`src/rtl/fte_pkg.sv`:
```
package fte_pkg;

	localparam int GUARD_BITS    = 8;
	localparam int HEADROOM_BITS = 4;
	localparam int ANGLE_W       = 32;
	localparam int ZW            = 34;
	localparam int OUT_W         = 16;
	localparam int THR_W         = 10;
	localparam int GAIN_SHIFT    = 20;
	localparam int MAX_STAGES    = 32;

	localparam logic [19:0]        GAIN_COMP = 20'd636750;
	localparam logic [ANGLE_W-1:0] HALF_TURN = 32'h8000_0000;
	localparam logic [ANGLE_W-1:0] OUT_ROUND = 32'h0000_8000;

	// register index, taken from paddr[2]
	localparam logic [0:0] REG_NEAR_ZERO = 1'b0;

	// atan(2^-i) in binary-angle units, 2^32 per turn
	localparam logic [ANGLE_W-1:0] ATAN_UNITS [0:MAX_STAGES-1] = '{
		32'h20000000, 32'h12E4051E, 32'h09FB385B, 32'h051111D4,
		32'h028B0D43, 32'h0145D7E1, 32'h00A2F61E, 32'h00517C55,
		32'h0028BE53, 32'h00145F2F, 32'h000A2F98, 32'h000517CC,
		32'h00028BE6, 32'h000145F3, 32'h0000A2FA, 32'h0000517D,
		32'h000028BE, 32'h0000145F, 32'h00000A30, 32'h00000518,
		32'h0000028C, 32'h00000146, 32'h000000A3, 32'h00000051,
		32'h00000029, 32'h00000014, 32'h0000000A, 32'h00000005,
		32'h00000003, 32'h00000001, 32'h00000001, 32'h00000000
	};

endpackage

```
`src/rtl/fte_rot_cell.sv`:
```
module fte_rot_cell import fte_pkg::*; #(
	parameter int IW    = 28,
	parameter int SHIFT = 0,
	parameter int SW    = 1
) (
	input  logic                 clk,
	input  logic                 arst_n,
	input  logic                 adv,
	input  logic                 up_valid,
	input  logic signed [IW-1:0] up_a0,
	input  logic signed [IW-1:0] up_b0,
	input  logic signed [IW-1:0] up_a1,
	input  logic signed [IW-1:0] up_b1,
	input  logic [1:0]           up_en,
	input  logic signed [ZW-1:0] up_z,
	input  logic [SW-1:0]        up_side,
	output logic                 dn_valid,
	output logic signed [IW-1:0] dn_a0,
	output logic signed [IW-1:0] dn_b0,
	output logic signed [IW-1:0] dn_a1,
	output logic signed [IW-1:0] dn_b1,
	output logic [1:0]           dn_en,
	output logic signed [ZW-1:0] dn_z,
	output logic [SW-1:0]        dn_side
);

	localparam logic signed [ZW-1:0] STEP = $signed({2'b00, ATAN_UNITS[SHIFT]});

	logic                 valid_q;
	logic signed [IW-1:0] a0_q, b0_q, a1_q, b1_q;
	logic [1:0]           en_q;
	logic signed [ZW-1:0] z_q;
	logic [SW-1:0]        side_q;
	logic signed [IW-1:0] a0_nx, b0_nx, a1_nx, b1_nx;
	logic signed [ZW-1:0] z_nx;
	logic                 ccw;

	function automatic logic [2*IW-1:0] turn(input logic signed [IW-1:0] a,
			input logic signed [IW-1:0] b, input logic dir, input logic en);
		logic signed [IW-1:0] da, db;
		da = b >>> SHIFT;
		db = a >>> SHIFT;
		if (!en) begin
			return {a, b};
		end else if (dir) begin
			return {a - da, b + db};
		end else begin
			return {a + da, b - db};
		end
	endfunction

	always_comb begin
		ccw = !up_z[ZW-1];
		{a0_nx, b0_nx} = turn(up_a0, up_b0, ccw, up_en[0]);
		{a1_nx, b1_nx} = turn(up_a1, up_b1, ccw, up_en[1]);
		z_nx = ccw ? up_z - STEP : up_z + STEP;
	end

	always_ff @(posedge clk or negedge arst_n) begin
		if (!arst_n) begin
			valid_q <= 1'b0;
		end else if (adv) begin
			valid_q <= up_valid;
		end
	end

	always_ff @(posedge clk) begin
		if (adv) begin
			a0_q   <= a0_nx;
			b0_q   <= b0_nx;
			a1_q   <= a1_nx;
			b1_q   <= b1_nx;
			en_q   <= up_en;
			z_q    <= z_nx;
			side_q <= up_side;
		end
	end

	assign dn_valid = valid_q;
	assign dn_a0    = a0_q;
	assign dn_b0    = b0_q;
	assign dn_a1    = a1_q;
	assign dn_b1    = b1_q;
	assign dn_en    = en_q;
	assign dn_z     = z_q;
	assign dn_side  = side_q;

endmodule

```
`config.mk`:
```
export PLATFORM = sky130hd
export DESIGN_NAME = fte_rot_cell
export DESIGN_NICKNAME = d
export VERILOG_FILES = /design/src/rtl/fte_pkg.sv /design/src/rtl/fte_rot_cell.sv
export SDC_FILE = /design/constraint.sdc
export NUM_CORES = 1
export LEC_CHECK = 0
export BUFFER_PORTS_ARGS = -buffer_cell sky130_fd_sc_hd__buf_2
export CORE_MARGIN = 3
export CORE_UTILIZATION = 45
export DETAILED_ROUTE_END_ITERATION = 6
export PLACE_DENSITY = 0.78
export SLEW_MARGIN = 20
export SYNTH_ARGS = -nofsm -noshare
export SYNTH_HDL_FRONTEND = slang
export SYNTH_SLANG_ARGS = --single-unit
export TNS_END_PERCENT = 5
```
`constraint.sdc`:
```
create_clock -name clk -period 0.9 [get_ports clk]
set_clock_uncertainty 0.1 [all_clocks]
set_input_delay 0.09 -clock clk [delete_from_list [all_inputs] [get_ports clk]]
set_output_delay 0.09 -clock clk [all_outputs]
set_load 0.02 [all_outputs]
```
# --- Yosys cells after proc, flatten, opt, wreduce, memory -nomap -nowiden ---
# Index checks and enable logic that the tools add are counted.
op_classes:
  add_sub_neg: 8
  mux: 5
op_table:
  columns: ["cell", "count"]
  rows:
  - ["$mux 56", 4]
  - ["$sub 28x28->28", 4]
  - ["$add 28x28->28", 2]
  - ["$add 34x31->34 const B", 1]
  - ["$mux 34", 1]
  - ["$sub 34x31->34 const B", 1]
word_totals:
  register_bits: 150
  output_inout_bits: 150
  input_bits: 153

# --- Logic depth before layout (Yosys ltp) ---
depth:
  ltp_word: 3
  mapped_depth: 14
  mapped_depth_nobuf: 13

# --- Least setup slack after synthesis ---
# OpenSTA, ideal clock, no wires.
synth_path:
  path_kind: "input to register"
  start: "input up_a1[0]"
  end: "register a1_q[20] (netlist: dn_a1[20]), data pin"
  slack_ns: -1.893
  required_time_ns: 0.530
  path_buffers: 0
  stages: 13
  arrival_time_ns: 2.423
  setup_ns: 0.270
  cell_sequence: "ha_1 inv_1 fa_1 nor2_1 o311ai_1 a211oi_1 o2111a_1 o211ai_1 a2111oi_2 o22ai_1 a21oi_1 xnor2_1 a21oi_1"
synth_via:
  elab_chain_cells: 3
  word_cells_on_any_way: 4
synth_lines:
  columns: ["element", "line_no", "source"]
  rows:
  - ["from (decl)", "fte_rot_cell.sv:12", "input logic signed [IW-1:0] up_a1,"]
  - ["$sub 28x28->28 / $add 28x28->28 (equally long branches)", "fte_rot_cell.sv:46, fte_rot_cell.sv:48", null]
  - ["$mux 56 *", "fte_rot_cell.sv:45", "end else if (dir) begin"]
  - ["$mux 56 *", "fte_rot_cell.sv:43", "if (!en) begin"]
  - ["net a1_nx[20]", "fte_rot_cell.sv:34", "logic signed [IW-1:0] a0_nx, b0_nx, a1_nx, b1_nx;"]
  - ["to (signal assigned)", "fte_rot_cell.sv:71", "a1_q <= a1_nx;"]
  - ["to (decl)", "fte_rot_cell.sv:30", "logic signed [IW-1:0] a0_q, b0_q, a1_q, b1_q;"]
# The timed path passes the listed nets; every way through them passes the cells marked *.
# A chain may end at the register's enable or synchronous reset.

# --- Worst setup path in the final report ---
layout_path:
  start: "input up_a0[0]"
  end: "register a0_q[12] (netlist: dn_a0[12]), data pin"
layout_via:
  elab_chain_cells: 3
  word_cells_on_any_way: 4
layout_lines:
  columns: ["element", "line_no", "source"]
  rows:
  - ["from (decl)", "fte_rot_cell.sv:10", "input logic signed [IW-1:0] up_a0,"]
  - ["$sub 28x28->28 / $add 28x28->28 (equally long branches)", "fte_rot_cell.sv:46, fte_rot_cell.sv:48", null]
  - ["$mux 56 *", "fte_rot_cell.sv:45", null]
  - ["$mux 56 *", "fte_rot_cell.sv:43", null]
  - ["net a0_nx[12]", "fte_rot_cell.sv:34", null]
  - ["to (signal assigned)", "fte_rot_cell.sv:69", "a0_q <= a0_nx;"]
  - ["to (decl)", "fte_rot_cell.sv:30", null]
# Marks and branches as above.

==> impl_metrics.csv <==
group,metric,value,unit
status,status,"finished, violations left",
status,failed_checks,"design-rule violations, negative hold slack, negative setup slack",
logic_synthesis,synth_top_area_share,0.2989,
logic_synthesis,syn_nets,2134,
logic_synthesis,synth_area,0.01497,sq mm
power_and_ir_drop,p_leak,11.26,nW
layout,syn_to_final_growth,62.22,%
floorplanning,die_h,188.4,um
worst_setup_path,crit_path_top_delay_cell,"a2111oi_2",
worst_setup_path,critical_path.max_stage_delay,0.37,ns
timing,maxClockFrequency,0.3860,GHz
route,vias_per_cell,5.764,
worst_setup_path,start_kind,"primary input",
logic_synthesis,synth_edf_count,149,
power_and_ir_drop,vdd_drop_max,0.001441,V
worst_setup_path,arrival,2.73,ns
timing,layout_min_cycle_time,2.590,ns
logic_synthesis,ys_warn_count,0,
clocking,clkLatencyLatePin,0.47,ns
worst_setup_path,critPathTopFamily,"compound AO/OA/AOI/OAI gates",
worst_setup_path,worstSetupPathType,"in2reg",
layout,layout-drive-gt1-share,0.4369,
route,first_iter_violations,1722,
worst_setup_path,crit_chain,"buf_12 > ha_4 > inv_2 > fa_2 > o21bai_4 > a21o_1 > buf_6 > a21oi_2 > o21bai_1 > a21oi_2 > o21ai_2 > a2111oi_2 > buf_4 > o31ai_4 > or2_1 > a31o_2",
logic_synthesis,yosysSeqAreaShare,0.3006,
logic_synthesis,syn_inst,1809,
placed_design,dp.final_hpwl,44800,um
floorplanning,std_cell_rows,66,
route,wl_per_cell,20.64,um
layout,final_common_cell,"buf_4",
timing,rsz0062_at_grt,"true",
logic_synthesis,synth.avg_cell_area,8.274,sq um
clocking,numCtsBuffers,17,
floorplanning,initial_core_util,0.4588,
worst_setup_path,cp_max_fo,4,
global_route,grt_pass1_vias,18087,
power_and_ir_drop,powerDensity,1319,mW/mm^2
route,drt-total-wl,64800,um
floorplanning,fp.dieArea,0.03548,sq mm
flow_run,maxCapViolations,0,
worst_setup_path,crit_required,1.03,ns
power_and_ir_drop,totalPowerFinal,32.03,mW
timing,slew_viol_final,0,
route,firstDrtPassIters,7,
global_route,grt_start_max_net_pins,54,
layout,layout.nets,3008,
global_route,track_usage,0.3361,
logic_synthesis,ys_seq_elements,150,
clocking,cts_tree,"done",
global_route,grt-ovfl-total,0,
route,routed-via-count,18092,
timing,whs,-0.1353,ns
layout,regArea,0.004499,sq mm
layout,fillers,2193,
timing,tightest_slew,0.5751,ns
clocking,cts.path.max_buffers,2,
clocking,cts.htree.levels,4,
timing,hold_viol_final,23,
logic_synthesis,synth_flop_cell,"edfxtp_1",
timing,worst_slack,-1.690,ns
clocking,clkSinkCount,150,
clocking,root_buffer,"clkbuf_16",
floorplanning,coreArea,0.03262,sq mm
layout,multi_input_area,0.01093,sq mm
placed_design,place.gp.congestion,1.019,
layout,layout_common_cells,"buf_4 (542), buf_2 (276), a21oi_1 (208)",
logic_synthesis,ys_types,87,
worst_setup_path,cpMostUsedCell,"a21oi_2",
logic_synthesis,yosys-top-cells-area,"edfxtp_1 (30%), ha_1 (14%), a21oi_1 (8.7%)",
placed_design,port_buffers,302,
global_route,antenna_found_initial,1,
worst_setup_path,end_kind,"flip-flop",
route,antenna_left,0,
floorplanning,ios,303,
floorplanning,die_w,188.4,um
timing,setup_viol,262,
logic_synthesis,async_reset_ff_frac,0.006667,
route,drc,1,
global_route,grt_pass1_wl,95530,um
worst_hold_path,hp-class,"in2reg",
timing,slew_headroom,0.6126,
logic_synthesis,yosysTopAreaCell,"edfxtp_1",
timing,post-route-period-util,2.878,
clocking,clkSlewWorstSetupHoldPaths,0.08,ns
placed_design,dpl_worst_slack,-2.379,ns
worst_setup_path,crit_buf_inv,4,
-- synthesized netlist by cell type (5+ instances only) --
cell	count
a311oi_1	5
a31oi_1	21
o221ai_1	6
or2_2	5
o211ai_1	19
nor3_1	36
a21oi_1	261
fa_1	7
nor2_1	194
nand2b_1	13
nor2b_1	17
nand4_1	12
nand3b_1	6
a2111oi_0	5
buf_2	15
xor2_1	13
or4_1	5
o21ai_0	121
a211oi_1	16
clkbuf_1	60
ha_1	165
mux2i_1	30
buf_1	18
nand2_1	90
a21o_1	50
clkinv_1	8
edfxtp_1	149
inv_1	166
o31ai_1	13
nand3_1	31
o21a_1	10
nor4_1	8
xnor2_1	90
o2111ai_1	5
and3_1	5
o21bai_1	39
-- worst paths after layout --
path	from	end	slack [ns]	cells after the start
max in group asynchronous	arst_n	dn_valid	0.25	3
worst min-delay path	up_b1[0]	dn_b1[0]	-0.14	3
min in group asynchronous	arst_n	dn_valid	0.34	3
worst max register to register	dn_valid	dn_valid	0.06	1
worst max-delay path	up_a0[0]	dn_a0[12]	-1.69	16
worst min register to register	dn_valid	dn_valid	0.41	1
-- repair_timing --
action / CTS / global route
gates resized for setup: 296 / 130
gates cloned: 0 / 0
buffers inserted: 14 / 11
hold endpoints to repair: 115 / 23
pin swaps: 115 / 81
endpoints found under the setup margin: 262 / 263
hold buffers: 79 / 1
-- stage by stage --
stage / hold slack, ns / cell area, sq um / util / setup TNS, ns / std cells
after floorplan: -0.3056 / 15050 / - / -154.68 / 1809
after global placement: -0.2355 / 21000 / 0.6438 / -197.44 / 3006
after detailed placement: -0.2340 / 21000 / 0.6438 / -203.46 / 3006
after CTS: -0.1434 / 23650 / 0.7251 / -166.00 / 3129
after global routing: -0.1236 / 24280 / 0.7443 / -185.37 / 3139
final: -0.1353 / 24280 / 0.7443 / -173.67 / 3139
-- registers in the layout (all words and copies together), names as in the netlist --
signal    cells
dn_a0        28
dn_a1        28
dn_b0        28
dn_b1        28
dn_en         2
dn_side       1
dn_valid      1
dn_z         34
-- cells by family after synthesis --
kind of cell | Yosys count | share of synthesized area
multiplexers | 34 | 0.02307
AND/OR/NAND/NOR | 440 | 0.1338
XOR/XNOR | 103 | 0.06027
adder cells (fa/ha/maj) | 172 | 0.1473
flip-flops | 150 | 0.3006
AO/OA/AOI/OAI | 638 | 0.2643
buffers and inverters | 272 | 0.07056
-- power by group --
group | switching, mW | internal [mW] | total (mW)
clock network | 3.82 | 3.70 | 7.52
logic | 8.51 | 7.00 | 15.5
registers | 0.288 | 8.71 | 9.00
total | 12.6 | 19.4 | 32.0
-- layer usage --
metal	vias up	track usage	share of wire	routed length [um]
met5	-	0	0	0
met4	0	0.1510	0.046	2973
met3	242	0.05042	0.081	5269
met2	1104	0.5854	0.49	31770
met1	8559	0.4124	0.38	24790
li1	8187	-	-	-
-- cell type report --
type,instances,area share
diodes,1,0.0001031
clock buffers,17,0.01752
clock inverters,15,0.006287
inverters,176,0.02860
multi-input cells,1387,0.4502
flip-flops and latches,150,0.1853
well taps,442,0.02278
repair buffers,951,0.2892
No activity file was read; power rests on OpenSTA's default activity.
