`src/rtl/fte_pkg.sv`:
```
package fte_pkg;

	localparam int GUARD_BITS    = 8;
	localparam int HEADROOM_BITS = 4;
	localparam int ANGLE_W       = 32;
	localparam int ZW            = 34;
	localparam int OUT_W         = 16;
	localparam int THR_W         = 10;
	localparam int GAIN_SHIFT    = 20;
	localparam int MAX_STAGES    = 32;

	localparam logic [19:0]        GAIN_COMP = 20'd636750;
	localparam logic [ANGLE_W-1:0] HALF_TURN = 32'h8000_0000;
	localparam logic [ANGLE_W-1:0] OUT_ROUND = 32'h0000_8000;

	// register index, taken from paddr[2]
	localparam logic [0:0] REG_NEAR_ZERO = 1'b0;

	// atan(2^-i) in binary-angle units, 2^32 per turn
	localparam logic [ANGLE_W-1:0] ATAN_UNITS [0:MAX_STAGES-1] = '{
		32'h20000000, 32'h12E4051E, 32'h09FB385B, 32'h051111D4,
		32'h028B0D43, 32'h0145D7E1, 32'h00A2F61E, 32'h00517C55,
		32'h0028BE53, 32'h00145F2F, 32'h000A2F98, 32'h000517CC,
		32'h00028BE6, 32'h000145F3, 32'h0000A2FA, 32'h0000517D,
		32'h000028BE, 32'h0000145F, 32'h00000A30, 32'h00000518,
		32'h0000028C, 32'h00000146, 32'h000000A3, 32'h00000051,
		32'h00000029, 32'h00000014, 32'h0000000A, 32'h00000005,
		32'h00000003, 32'h00000001, 32'h00000001, 32'h00000000
	};

endpackage

```
`src/rtl/fte_vec_cell.sv`:
```
module fte_vec_cell import fte_pkg::*; #(
	parameter int IW    = 28,
	parameter int SHIFT = 0,
	parameter int SW    = 1
) (
	input  logic                clk,
	input  logic                arst_n,
	input  logic                adv,
	input  logic                up_valid,
	input  logic signed [IW-1:0] up_a,
	input  logic signed [IW-1:0] up_b,
	input  logic [ANGLE_W-1:0]  up_z,
	input  logic [SW-1:0]       up_side,
	output logic                dn_valid,
	output logic signed [IW-1:0] dn_a,
	output logic signed [IW-1:0] dn_b,
	output logic [ANGLE_W-1:0]  dn_z,
	output logic [SW-1:0]       dn_side
);

	logic                valid_q;
	logic signed [IW-1:0] a_q, b_q;
	logic [ANGLE_W-1:0]  z_q;
	logic [SW-1:0]       side_q;
	logic signed [IW-1:0] da, db, a_nx, b_nx;
	logic [ANGLE_W-1:0]  z_nx;

	always_comb begin
		da = up_b >>> SHIFT;
		db = up_a >>> SHIFT;
		if (!up_b[IW-1]) begin
			a_nx = up_a + da;
			b_nx = up_b - db;
			z_nx = up_z + ATAN_UNITS[SHIFT];
		end else begin
			a_nx = up_a - da;
			b_nx = up_b + db;
			z_nx = up_z - ATAN_UNITS[SHIFT];
		end
	end

	always_ff @(posedge clk or negedge arst_n) begin
		if (!arst_n) begin
			valid_q <= 1'b0;
		end else if (adv) begin
			valid_q <= up_valid;
		end
	end

	always_ff @(posedge clk) begin
		if (adv) begin
			a_q    <= a_nx;
			b_q    <= b_nx;
			z_q    <= z_nx;
			side_q <= up_side;
		end
	end

	assign dn_valid = valid_q;
	assign dn_a     = a_q;
	assign dn_b     = b_q;
	assign dn_z     = z_q;
	assign dn_side  = side_q;

endmodule

```
`config.mk`:
```
export PLATFORM = sky130hd
export DESIGN_NAME = fte_vec_cell
export DESIGN_NICKNAME = d
export VERILOG_FILES = /design/src/rtl/fte_pkg.sv /design/src/rtl/fte_vec_cell.sv
export SDC_FILE = /design/constraint.sdc
export NUM_CORES = 1
export LEC_CHECK = 0
export BUFFER_PORTS_ARGS = -buffer_cell sky130_fd_sc_hd__buf_2
export CORE_AREA = 2 2 124 126
export DETAILED_ROUTE_END_ITERATION = 8
export DIE_AREA = 0 0 126 128
export GPL_TIMING_DRIVEN = 0
export PLACE_DENSITY = 0.78
export SLEW_MARGIN = 25
export SYNTH_ARGS = -nofsm -noshare
export SYNTH_HDL_FRONTEND = slang
export SYNTH_SLANG_ARGS = --single-unit
```
`constraint.sdc`:
```
create_clock -name clk -period 0.8 [get_ports clk]
set_input_delay 0.08 -clock clk [delete_from_list [all_inputs] [get_ports clk]]
set_output_delay 0.08 -clock clk [all_outputs]
set_load 0.01 [all_outputs]
```
Word level (Yosys, flattened, before mapping)

Cells that the tools add are included.

Bits of input ports: 93
Register bits: 90

Add/subtract/negate cells: 5
Multiplexer cells: 3

Operators with widths:

| cell                                                | number |
|---|---|
| 2-to-1 mux 28 bit                                   | 2 |
| subtractor 28 bit                                   | 2 |
| adder 32 x 30 -> 32 bit, second input constant      | 1 |
| 2-to-1 mux 32 bit                                   | 1 |
| subtractor 32 x 30 -> 32 bit, second input constant | 1 |
| adder 28 bit                                        | 1 |

Depth between registers and ports, before layout

Gate-level depths: netlist of run 1.

Depth after elaboration: 2
Gate-level depth with buffers: 12
Depth with buffers taken out: 12

Worst setup path before layout of run 1

No wires, ideal clock.

Path kind: input to register
Start: input up_a[5]
End: register b_q[16], in the netlist dn_b[16], data pin
Stages: 12
Data arrival time: 2,122 ps
Required time: 530 ps
Slack: -1,592 ps
Path through: inv_1 > ha_1 > buf_4 > or4_1 > o21ai_1 > a21oi_1 > a31oi_4 > o21bai_1 > a21o_1 > a211oi_1 > a21oi_1 > xor2_1

Cells in the longest elaborated chain, start to end: 2
Elaborated cells between the ends (all ways): 3

Ends and longest elaborated chain:

| what                                                     | RTL line                               | RTL |
|---|---|---|
| start: declaration                                       | fte_vec_cell.sv:10                     | `input logic signed [IW-1:0] up_a,` |
| subtractor 28 bit / adder 28 bit (equally long branches) | fte_vec_cell.sv:33, fte_vec_cell.sv:37 |  |
| 2-to-1 mux 28 bit (*)                                    | fte_vec_cell.sv:31                     | `if (!up_b[IW-1]) begin` |
| net b_nx[16]                                             | fte_vec_cell.sv:25                     | `logic signed [IW-1:0] da, db, a_nx, b_nx;` |
| end signal: assignment                                   | fte_vec_cell.sv:53                     | `b_q <= b_nx;` |
| end: declaration                                         | fte_vec_cell.sv:22                     | `logic signed [IW-1:0] a_q, b_q;` |

Mark *: on every way through the listed nets, which the timed path passes. The rest lies on a longest branch.
A chain may end at the register's enable or synchronous reset.

Worst setup path after layout of run 1

Start: input up_b[0]
End: register b_q[24], in the netlist dn_b[24], data pin

Cells in the longest elaborated chain, start to end: 2
Elaborated cells between the ends (all ways): 3

Ends and longest elaborated chain:

| what                                                     | RTL line                               | RTL |
|---|---|---|
| start: declaration                                       | fte_vec_cell.sv:11                     | `input logic signed [IW-1:0] up_b,` |
| subtractor 28 bit / adder 28 bit (equally long branches) | fte_vec_cell.sv:33, fte_vec_cell.sv:37 |  |
| 2-to-1 mux 28 bit (*)                                    | fte_vec_cell.sv:31                     |  |
| net b_nx[24]                                             | fte_vec_cell.sv:25                     |  |

Marked as above.

==> impl_metrics.env, run 1 <==
export IMPL_number_of_antenna_violations_at_the_first_check_in_global_routing=0
export IMPL_gr_usage_met3_pct=5.342
export IMPL_number_of_antenna_diodes=0
export IMPL_grt_met2_usage_pct=53.54
export IMPL_area_growth_syn_to_layout_pct=51.04
export IMPL_cts_htree_levels=3
export IMPL_tritoncts="built"
export IMPL_number_of_search_and_repair_iterations_in_the_first_detailed_routing_pass=5
export IMPL_synthTopCellsByArea="sky130_fd_sc_hd__edfxtp_1 (36%), sky130_fd_sc_hd__ha_1 (14%), sky130_fd_sc_hd__a21oi_1 (6.0%), sky130_fd_sc_hd__xnor2_1 (5.7%), sky130_fd_sc_hd__inv_1 (4.6%)"
export IMPL_cts_buffers_inserted=9
export IMPL_commonest_non_fill_non_tap_cell_in_the_layout="sky130_fd_sc_hd__buf_2"
export IMPL_p_switching_mw=6.444
export IMPL_synth_largest_area_cell="sky130_fd_sc_hd__edfxtp_1"
export IMPL_clkTransAtPathRegs_ns=0.07
export IMPL_final_area_um2=11040
export IMPL_die_width_um=126
export IMPL_maximum_number_of_pins_on_one_net_before_global_route_repair=42
export IMPL_placement_rows=45
export IMPL_crit_path_top_delay_cell="sky130_fd_sc_hd__fa_2"
export IMPL_placed_cells=1150
export IMPL_post_route_drc_count=0
export IMPL_filler_cell_count=1015
export IMPL_globalplace_congestion=0.9818
export IMPL_worst_path_dominant_cell_family="compound AO/OA/AOI/OAI gates"
export IMPL_globalRoute_busiestLayer="met2"
export IMPL_timing_final_hold_violations=0
export IMPL_timing_worst_setup_path_type="in -> reg"
export IMPL_cp_buffers_inverters=2
export IMPL_core_area_um2=14860
export IMPL_tritoncts_num_sinks=89
export IMPL_final_setup_skew_ns=0
export IMPL_ys_warn_count=0
export IMPL_wire_per_inst_um=21.23
export IMPL_drtAntennaViolNets=0
export IMPL_placedInstanceArea_um2=8939
export IMPL_critical_path_cell_chain="buf_12 -> ha_4 -> inv_2 -> fa_2 -> nor2_4 -> o221ai_4 -> a311oi_4 -> a211oi_2 -> o21ai_2 -> a21o_1 -> a21oi_2 -> o32ai_2 -> xnor2_1"
export IMPL_die_h_um=128
export IMPL_met1_usage_pct=38.56
export IMPL_cpPeakStageDelay_ns=0.40
export IMPL_timing_max_cap_violations=0
export IMPL_failed_checks="setup timing"
export IMPL_drt_total_wl_um=26770
export IMPL_finish_net_count=1246
export IMPL_grt_setup_unrepaired="true"
export IMPL_power_clock_fraction_pct=23.3
export IMPL_comb_power_share_pct=42.0
export IMPL_power_ir_vdd_worst_mv=1.861
export IMPL_clock_latency_ns=0.35
export IMPL_worst_slew_pin_slew_ns=0.8683
export IMPL_port_buffers=182
export IMPL_p_int_mw=11.48
export IMPL_postSynth_topFlopCell="sky130_fd_sc_hd__edfxtp_1"
export IMPL_via_count=7579
export IMPL_detailedPlacementHpwl_um=17560
export IMPL_worstSetupStartpointType="input pin"
export IMPL_vias_per_cell=6.010
export IMPL_finalSetupViolCount=146
export IMPL_avgSynthCellArea_um2=9.386
export IMPL_yosysSeqAreaShare_pct=36.48
export IMPL_largest_driver_fanout_on_the_critical_path=3
export IMPL_grt_total_usage_pct=30.97
export IMPL_final_period_utilization_pct=303.8
export IMPL_syn_nets=957
export IMPL_synth_largest_type_area_fraction_pct=36.14
export IMPL_fin_worst_hold_slack_ns=0.03538
export IMPL_synth_edff_count=88
export IMPL_period_needed_ns=2.430
export IMPL_max_slew_margin_pct=42.11
export IMPL_initial_core_util_pct=49.19
export IMPL_ctsLongestPathBuffers=2
export IMPL_clock_fmax_ghz=0.4115
export IMPL_min_delay_path_class="in -> async"
export IMPL_arrival_ns=2.52
export IMPL_power_density_nw_per_um2=1623
export IMPL_outcome="finished, violations left"
export IMPL_area_of_the_mapped_netlist_um2=7312
export IMPL_worstPathRequired_ns=0.89
export IMPL_count_of_unique_library_cells_instantiated_by_yosys=73
export IMPL_wire_length_of_the_first_global_routing_pass_um=39120
export IMPL_endpoint_kind="register"
export IMPL_setup_ws_ns=-1.630
export IMPL_die_area_um2=16130
export IMPL_io_pins=183
export IMPL_drv_slew=0
export IMPL_grt_overflow_total=0
export IMPL_total_leakage_power_nw=4.774
export IMPL_drt_initial_drc_count=726
export IMPL_grt_pass1_vias=7185
export IMPL_layout_cells_most_common_list="sky130_fd_sc_hd__buf_2 (168), sky130_fd_sc_hd__edfxtp_1 (88), sky130_fd_sc_hd__inv_1 (72)"
export IMPL_rrSetupSlack_ns=0.05
export IMPL_clock_tree_root_cell="sky130_fd_sc_hd__clkbuf_16"
export IMPL_layout_drive_gt1_share_pct=44.55
export IMPL_switch_share_pct=35.95
export IMPL_final_instance_count_excl_fill=1261
export IMPL_synth_cells=779
export IMPL_postSynth_asyncResetShare_pct=1.124
export IMPL_seq_power_share_pct=34.6
export IMPL_yosys_register_bits=89
cells by family (layout without fill, tap and decap cells):
family / Yosys count / after routing / synth area share (%)
AOI/OAI and AO/OA: 247 / 247 / 22.14
and+or+nand+nor: 168 / 168 / 11.40
buffers and inverters: 127 / 421 / 7.272
DFF: 89 / 89 / 36.48
adders and majority gates: 85 / 85 / 14.96
xor gates and xnor gates: 53 / 53 / 6.348
muxes: 10 / 10 / 1.403
flip-flops by register name, indices dropped and copies added (netlist names):
signal and count:
dn_valid 1, dn_z 32, dn_b 28, dn_side 1
dn_a 27
path summary, 6_finish.rpt:
path,startpoint,endpoint,depth (start not counted)
max in group asynchronous,arst_n,dn_valid,2
setup / recovery,up_b[0],dn_b[24],13
hold reg to reg,dn_valid,dn_valid,1
setup reg to reg,dn_valid,dn_valid,1
hold / removal,arst_n,dn_valid,2
min in group clk,up_a[27],dn_b[27],2
power by group through the flow:
stage | combinational [mW] | sequential, mW | clock, mW
after floorplan | 3.24 | 6.59 | 0
after global placement | 5.55 | 6.25 | 0
after detailed placement | 5.61 | 6.29 | 0
after CTS | 6.70 | 6.19 | 4.14
after global routing | 7.96 | 6.25 | 4.35
final | 7.54 | 6.21 | 4.18
metrics by stage:
stage | util (%) | setup TNS [ns] | total power [mW] | worst slack [ns]
after global placement | 59.91 | -194.06 | 11.80 | -2.405
after detailed placement | 60.13 | -103.29 | 11.90 | -2.420
after global routing | 74.30 | -85.09 | 18.55 | -1.711
after floorplan | - | -59.29 | 9.823 | -1.558
final | 74.30 | -80.92 | 17.92 | -1.630
after CTS | 71.20 | -74.51 | 17.03 | -1.596
synthesized netlist by cell type (3+ instances only):
library cell                 n
sky130_fd_sc_hd__a211oi_1    8
sky130_fd_sc_hd__a21o_1     18
sky130_fd_sc_hd__a21oi_1    87
sky130_fd_sc_hd__a311oi_1    3
sky130_fd_sc_hd__a31oi_1     3
sky130_fd_sc_hd__and3_1      3
sky130_fd_sc_hd__buf_1       4
sky130_fd_sc_hd__buf_2       8
sky130_fd_sc_hd__buf_4       8
sky130_fd_sc_hd__clkbuf_1   15
sky130_fd_sc_hd__edfxtp_1   88
sky130_fd_sc_hd__fa_1        4
sky130_fd_sc_hd__ha_1       81
sky130_fd_sc_hd__inv_1      89
sky130_fd_sc_hd__mux2i_1     8
sky130_fd_sc_hd__nand2_1    35
sky130_fd_sc_hd__nand2b_1    8
sky130_fd_sc_hd__nand3_1    12
sky130_fd_sc_hd__nand3b_1    5
sky130_fd_sc_hd__nand4_1     5
sky130_fd_sc_hd__nor2_1     60
sky130_fd_sc_hd__nor2b_1     9
sky130_fd_sc_hd__nor3_1     10
sky130_fd_sc_hd__nor4_1      4
sky130_fd_sc_hd__o2111ai_1   3
sky130_fd_sc_hd__o211ai_1    6
sky130_fd_sc_hd__o21a_1      5
sky130_fd_sc_hd__o21ai_0    51
sky130_fd_sc_hd__o21ai_1     6
sky130_fd_sc_hd__o21bai_1   11
sky130_fd_sc_hd__o31a_1      5
sky130_fd_sc_hd__o31ai_1     5
sky130_fd_sc_hd__o41ai_1     3
sky130_fd_sc_hd__or3_1       5
sky130_fd_sc_hd__or4_1       3
sky130_fd_sc_hd__xnor2_1    48
sky130_fd_sc_hd__xor2_1      5
repair_timing:
item | in CTS | in global routing
pin swaps | 81 | 76
resized for setup | 165 | 95
buffers inserted | 50 | 26
cloned | 1 | 0
hold buffers | 32 | 0
endpoints found under the setup margin | 147 | 146
hold endpoints to repair | 32 | 0
cell type report:
class | count | area (um^2) | share of cell area, %
repair buffers | 282 | 2052 | 18.58
well taps | 188 | 235.2 | 2.130
clock inverters | 6 | 50.05 | 0.4532
multi-input cells | 563 | 5105 | 46.22
plain buffers | 33 | 300.3 | 2.719
clock buffers | 10 | 229.0 | 2.073
inverters | 90 | 405.4 | 3.671
flip-flops and latches | 89 | 2668 | 24.15
routing by layer:
layer,routed length (um),vias up
met2,12810,551
met3,2523,126
met4,1442,0
met1,9989,3534
met5,0,-
li1,-,3368
(Power assumes the default switching activity.)
==> run 2, diff against run 1 <==
--- a/config.mk
+++ b/config.mk
@@ -6,11 +6,11 @@
 export NUM_CORES = 1
 export LEC_CHECK = 0
 export BUFFER_PORTS_ARGS = -buffer_cell sky130_fd_sc_hd__buf_2
-export CORE_AREA = 2 2 124 126
+export CORE_AREA = 2 2 160 162
 export DETAILED_ROUTE_END_ITERATION = 8
-export DIE_AREA = 0 0 126 128
+export DIE_AREA = 0 0 162 164
 export GPL_TIMING_DRIVEN = 0
-export PLACE_DENSITY = 0.78
+export PLACE_DENSITY = 0.51
 export SLEW_MARGIN = 25
 export SYNTH_ARGS = -nofsm -noshare
 export SYNTH_HDL_FRONTEND = slang
==> impl_metrics.env, run 2 (synthesis gave the netlist of run 1 again) <==
export IMPL_outcome="finished, violations left"
export IMPL_failed_checks="setup timing"
export IMPL_power_density_nw_per_um2=1596
export IMPL_cts_buffers_inserted=9
export IMPL_ctsLongestPathBuffers=2
export IMPL_port_buffers=182
export IMPL_area_growth_syn_to_layout_pct=55.60
export IMPL_final_setup_skew_ns=0
export IMPL_via_count=7142
export IMPL_finalSetupViolCount=146
export IMPL_p_switching_mw=6.543
export IMPL_timing_worst_setup_path_type="in -> reg"
export IMPL_clock_latency_ns=0.35
export IMPL_timing_max_cap_violations=0
export IMPL_final_area_um2=11380
export IMPL_detailedPlacementHpwl_um=18880
export IMPL_crit_path_top_delay_cell="sky130_fd_sc_hd__a211oi_2"
export IMPL_io_pins=183
export IMPL_drtAntennaViolNets=0
export IMPL_layout_cells_most_common_list="sky130_fd_sc_hd__buf_2 (167), sky130_fd_sc_hd__edfxtp_1 (88), sky130_fd_sc_hd__inv_1 (69)"
export IMPL_tritoncts="built"
export IMPL_drv_slew=0
export IMPL_cts_htree_levels=3
export IMPL_largest_driver_fanout_on_the_critical_path=3
export IMPL_clkTransAtPathRegs_ns=0.07
export IMPL_layout_drive_gt1_share_pct=45.97
export IMPL_cpPeakStageDelay_ns=0.34
export IMPL_power_ir_vdd_worst_mv=0.8531
export IMPL_max_slew_margin_pct=49.80
export IMPL_min_delay_path_class="in -> reg"
export IMPL_worstPathRequired_ns=0.90
export IMPL_arrival_ns=2.49
export IMPL_finish_net_count=1252
export IMPL_wire_per_inst_um=18.58
export IMPL_globalplace_congestion=0.8855
export IMPL_post_route_drc_count=0
export IMPL_power_clock_fraction_pct=24.4
export IMPL_seq_power_share_pct=33.6
export IMPL_timing_final_hold_violations=0
export IMPL_tritoncts_num_sinks=89
export IMPL_core_area_um2=24820
export IMPL_worstSetupStartpointType="input pin"
export IMPL_commonest_non_fill_non_tap_cell_in_the_layout="sky130_fd_sc_hd__buf_2"
export IMPL_endpoint_kind="register"
export IMPL_worst_slew_pin_slew_ns=0.7530
export IMPL_clock_fmax_ghz=0.4179
export IMPL_die_h_um=164
export IMPL_period_needed_ns=2.393
export IMPL_placed_cells=1292
export IMPL_grt_total_usage_pct=18.74
export IMPL_wire_length_of_the_first_global_routing_pass_um=38590
export IMPL_critical_path_cell_chain="buf_12 -> ha_4 -> inv_2 -> fa_2 -> nor2_4 -> o221ai_4 -> a311oi_4 -> a211oi_2 -> o21ai_2 -> a21o_1 -> buf_4 -> a221oi_4 -> o221ai_2 -> xnor2_2"
export IMPL_total_leakage_power_nw=4.837
export IMPL_largest_register_ffs=32
export IMPL_final_instance_count_excl_fill=1409
export IMPL_p_int_mw=11.61
export IMPL_setup_ws_ns=-1.593
export IMPL_number_of_search_and_repair_iterations_in_the_first_detailed_routing_pass=6
export IMPL_grt_setup_unrepaired="true"
export IMPL_drt_total_wl_um=26180
export IMPL_grt_pass1_vias=6867
export IMPL_clock_tree_root_cell="sky130_fd_sc_hd__clkbuf_16"
export IMPL_placement_rows=58
export IMPL_grt_overflow_total=0
export IMPL_comb_power_share_pct=42.0
export IMPL_number_of_antenna_diodes=0
export IMPL_die_area_um2=26570
export IMPL_switch_share_pct=36.04
export IMPL_number_of_antenna_violations_at_the_first_check_in_global_routing=1
export IMPL_die_width_um=162
export IMPL_vias_per_cell=5.069
export IMPL_initial_core_util_pct=29.46
export IMPL_final_period_utilization_pct=299.1
export IMPL_maximum_number_of_pins_on_one_net_before_global_route_repair=37
export IMPL_drt_initial_drc_count=515
export IMPL_placedInstanceArea_um2=9116
==> run 2: changes by cell type in the layout (fill, tap and decap cells not counted), sizes merged <==
| cell | previous run | this run |
|---|---|---|
| inv | 91 | 93 |
| clkinvlp | 2 | 1 |
| buf | 269 | 273 |
| clkbuf | 23 | 24 |
==> run 2: through the flow <==
| stage | setup TNS, ns | hold slack (ns) | util [%] | worst slack (ns) | total power, mW |
|---|---|---|---|---|---|
| 2_1_floorplan | -59.29 | -0.2156 | - | -1.558 | 9.823 |
| 3_3_place_gp | -212.14 | -0.1379 | 36.60 | -2.369 | 11.96 |
| 3_5_place_dp | -110.47 | -0.1366 | 36.73 | -2.376 | 11.97 |
| 4_1_cts | -75.18 | 0.004921 | 43.33 | -1.671 | 17.50 |
| 5_1_grt | -79.28 | 0.03855 | 45.84 | -1.641 | 19.00 |
| 6_report | -73.70 | 0.03268 | 45.84 | -1.593 | 18.15 |
==> run 2: per-layer routing <==
metal	vias up	GRT usage, %	share of wire [%]
met1	3427	23.59	43
met5	-	0	0.042
met2	301	32.46	48
li1	3377	-	-
met3	35	3.460	6.6
met4	2	6.114	1.6
==> run 2: what timing repair did <==
| item | 4_1_cts | 5_1_grt |
|---|---|---|
| cloned | 1 | 0 |
| endpoints found under the hold margin | 32 | 0 |
| hold buffers | 32 | 0 |
| resized for setup | 166 | 101 |
| setup endpoints to repair | 147 | 146 |
| setup buffers | 44 | 35 |
| pin swaps | 84 | 96 |
==> run 2: critical path, delay by kind of cell <==
| kind | cells | cell delay, ns |
|---|---|---|
| fa+ha+maj | 2 | 0.38 |
| compound gates | 7 | 1.49 |
| simple gates | 1 | 0.05 |
| xor+xnor | 1 | 0.15 |
| buf+inv | 3 | 0.34 |
==> run 2: power by group through the flow <==
| stage | Sequential, mW | Combinational [mW] | Clock, mW |
|---|---|---|---|
| final | 6.10 | 7.62 | 4.43 |
| after global routing | 6.17 | 8.15 | 4.69 |
| after CTS | 6.11 | 6.86 | 4.53 |
| after detailed placement | 6.21 | 5.75 | 0 |
| after global placement | 6.23 | 5.73 | 0 |
| after floorplan | 6.59 | 3.24 | 0 |
==> run 2: cell type report <==
cell class,count,area [um^2]
fill,2366,13440
clock inverter,7,67.56
multi-input combinational,563,5245
sequential,89,2668
clock buffer,9,225.2
buffer,32,291.5
tap,330,412.9
timing repair buffer,289,2062
inverter,90,405.4
==> run 2: final timing paths <==
| path | from | end | slack [ns] | cells past startpoint |
|---|---|---|---|---|
| min in group asynchronous | arst_n | dn_valid | 0.04 | 2 |
| setup reg to reg | dn_valid | dn_valid | 0.07 | 1 |
| max in group asynchronous | arst_n | dn_valid | 0.67 | 2 |
| hold reg to reg | dn_valid | dn_valid | 0.50 | 1 |
| setup / recovery | up_a[0] | dn_a[26] | -1.59 | 14 |
| hold / removal | up_z[29] | dn_z[29] | 0.03 | 2 |
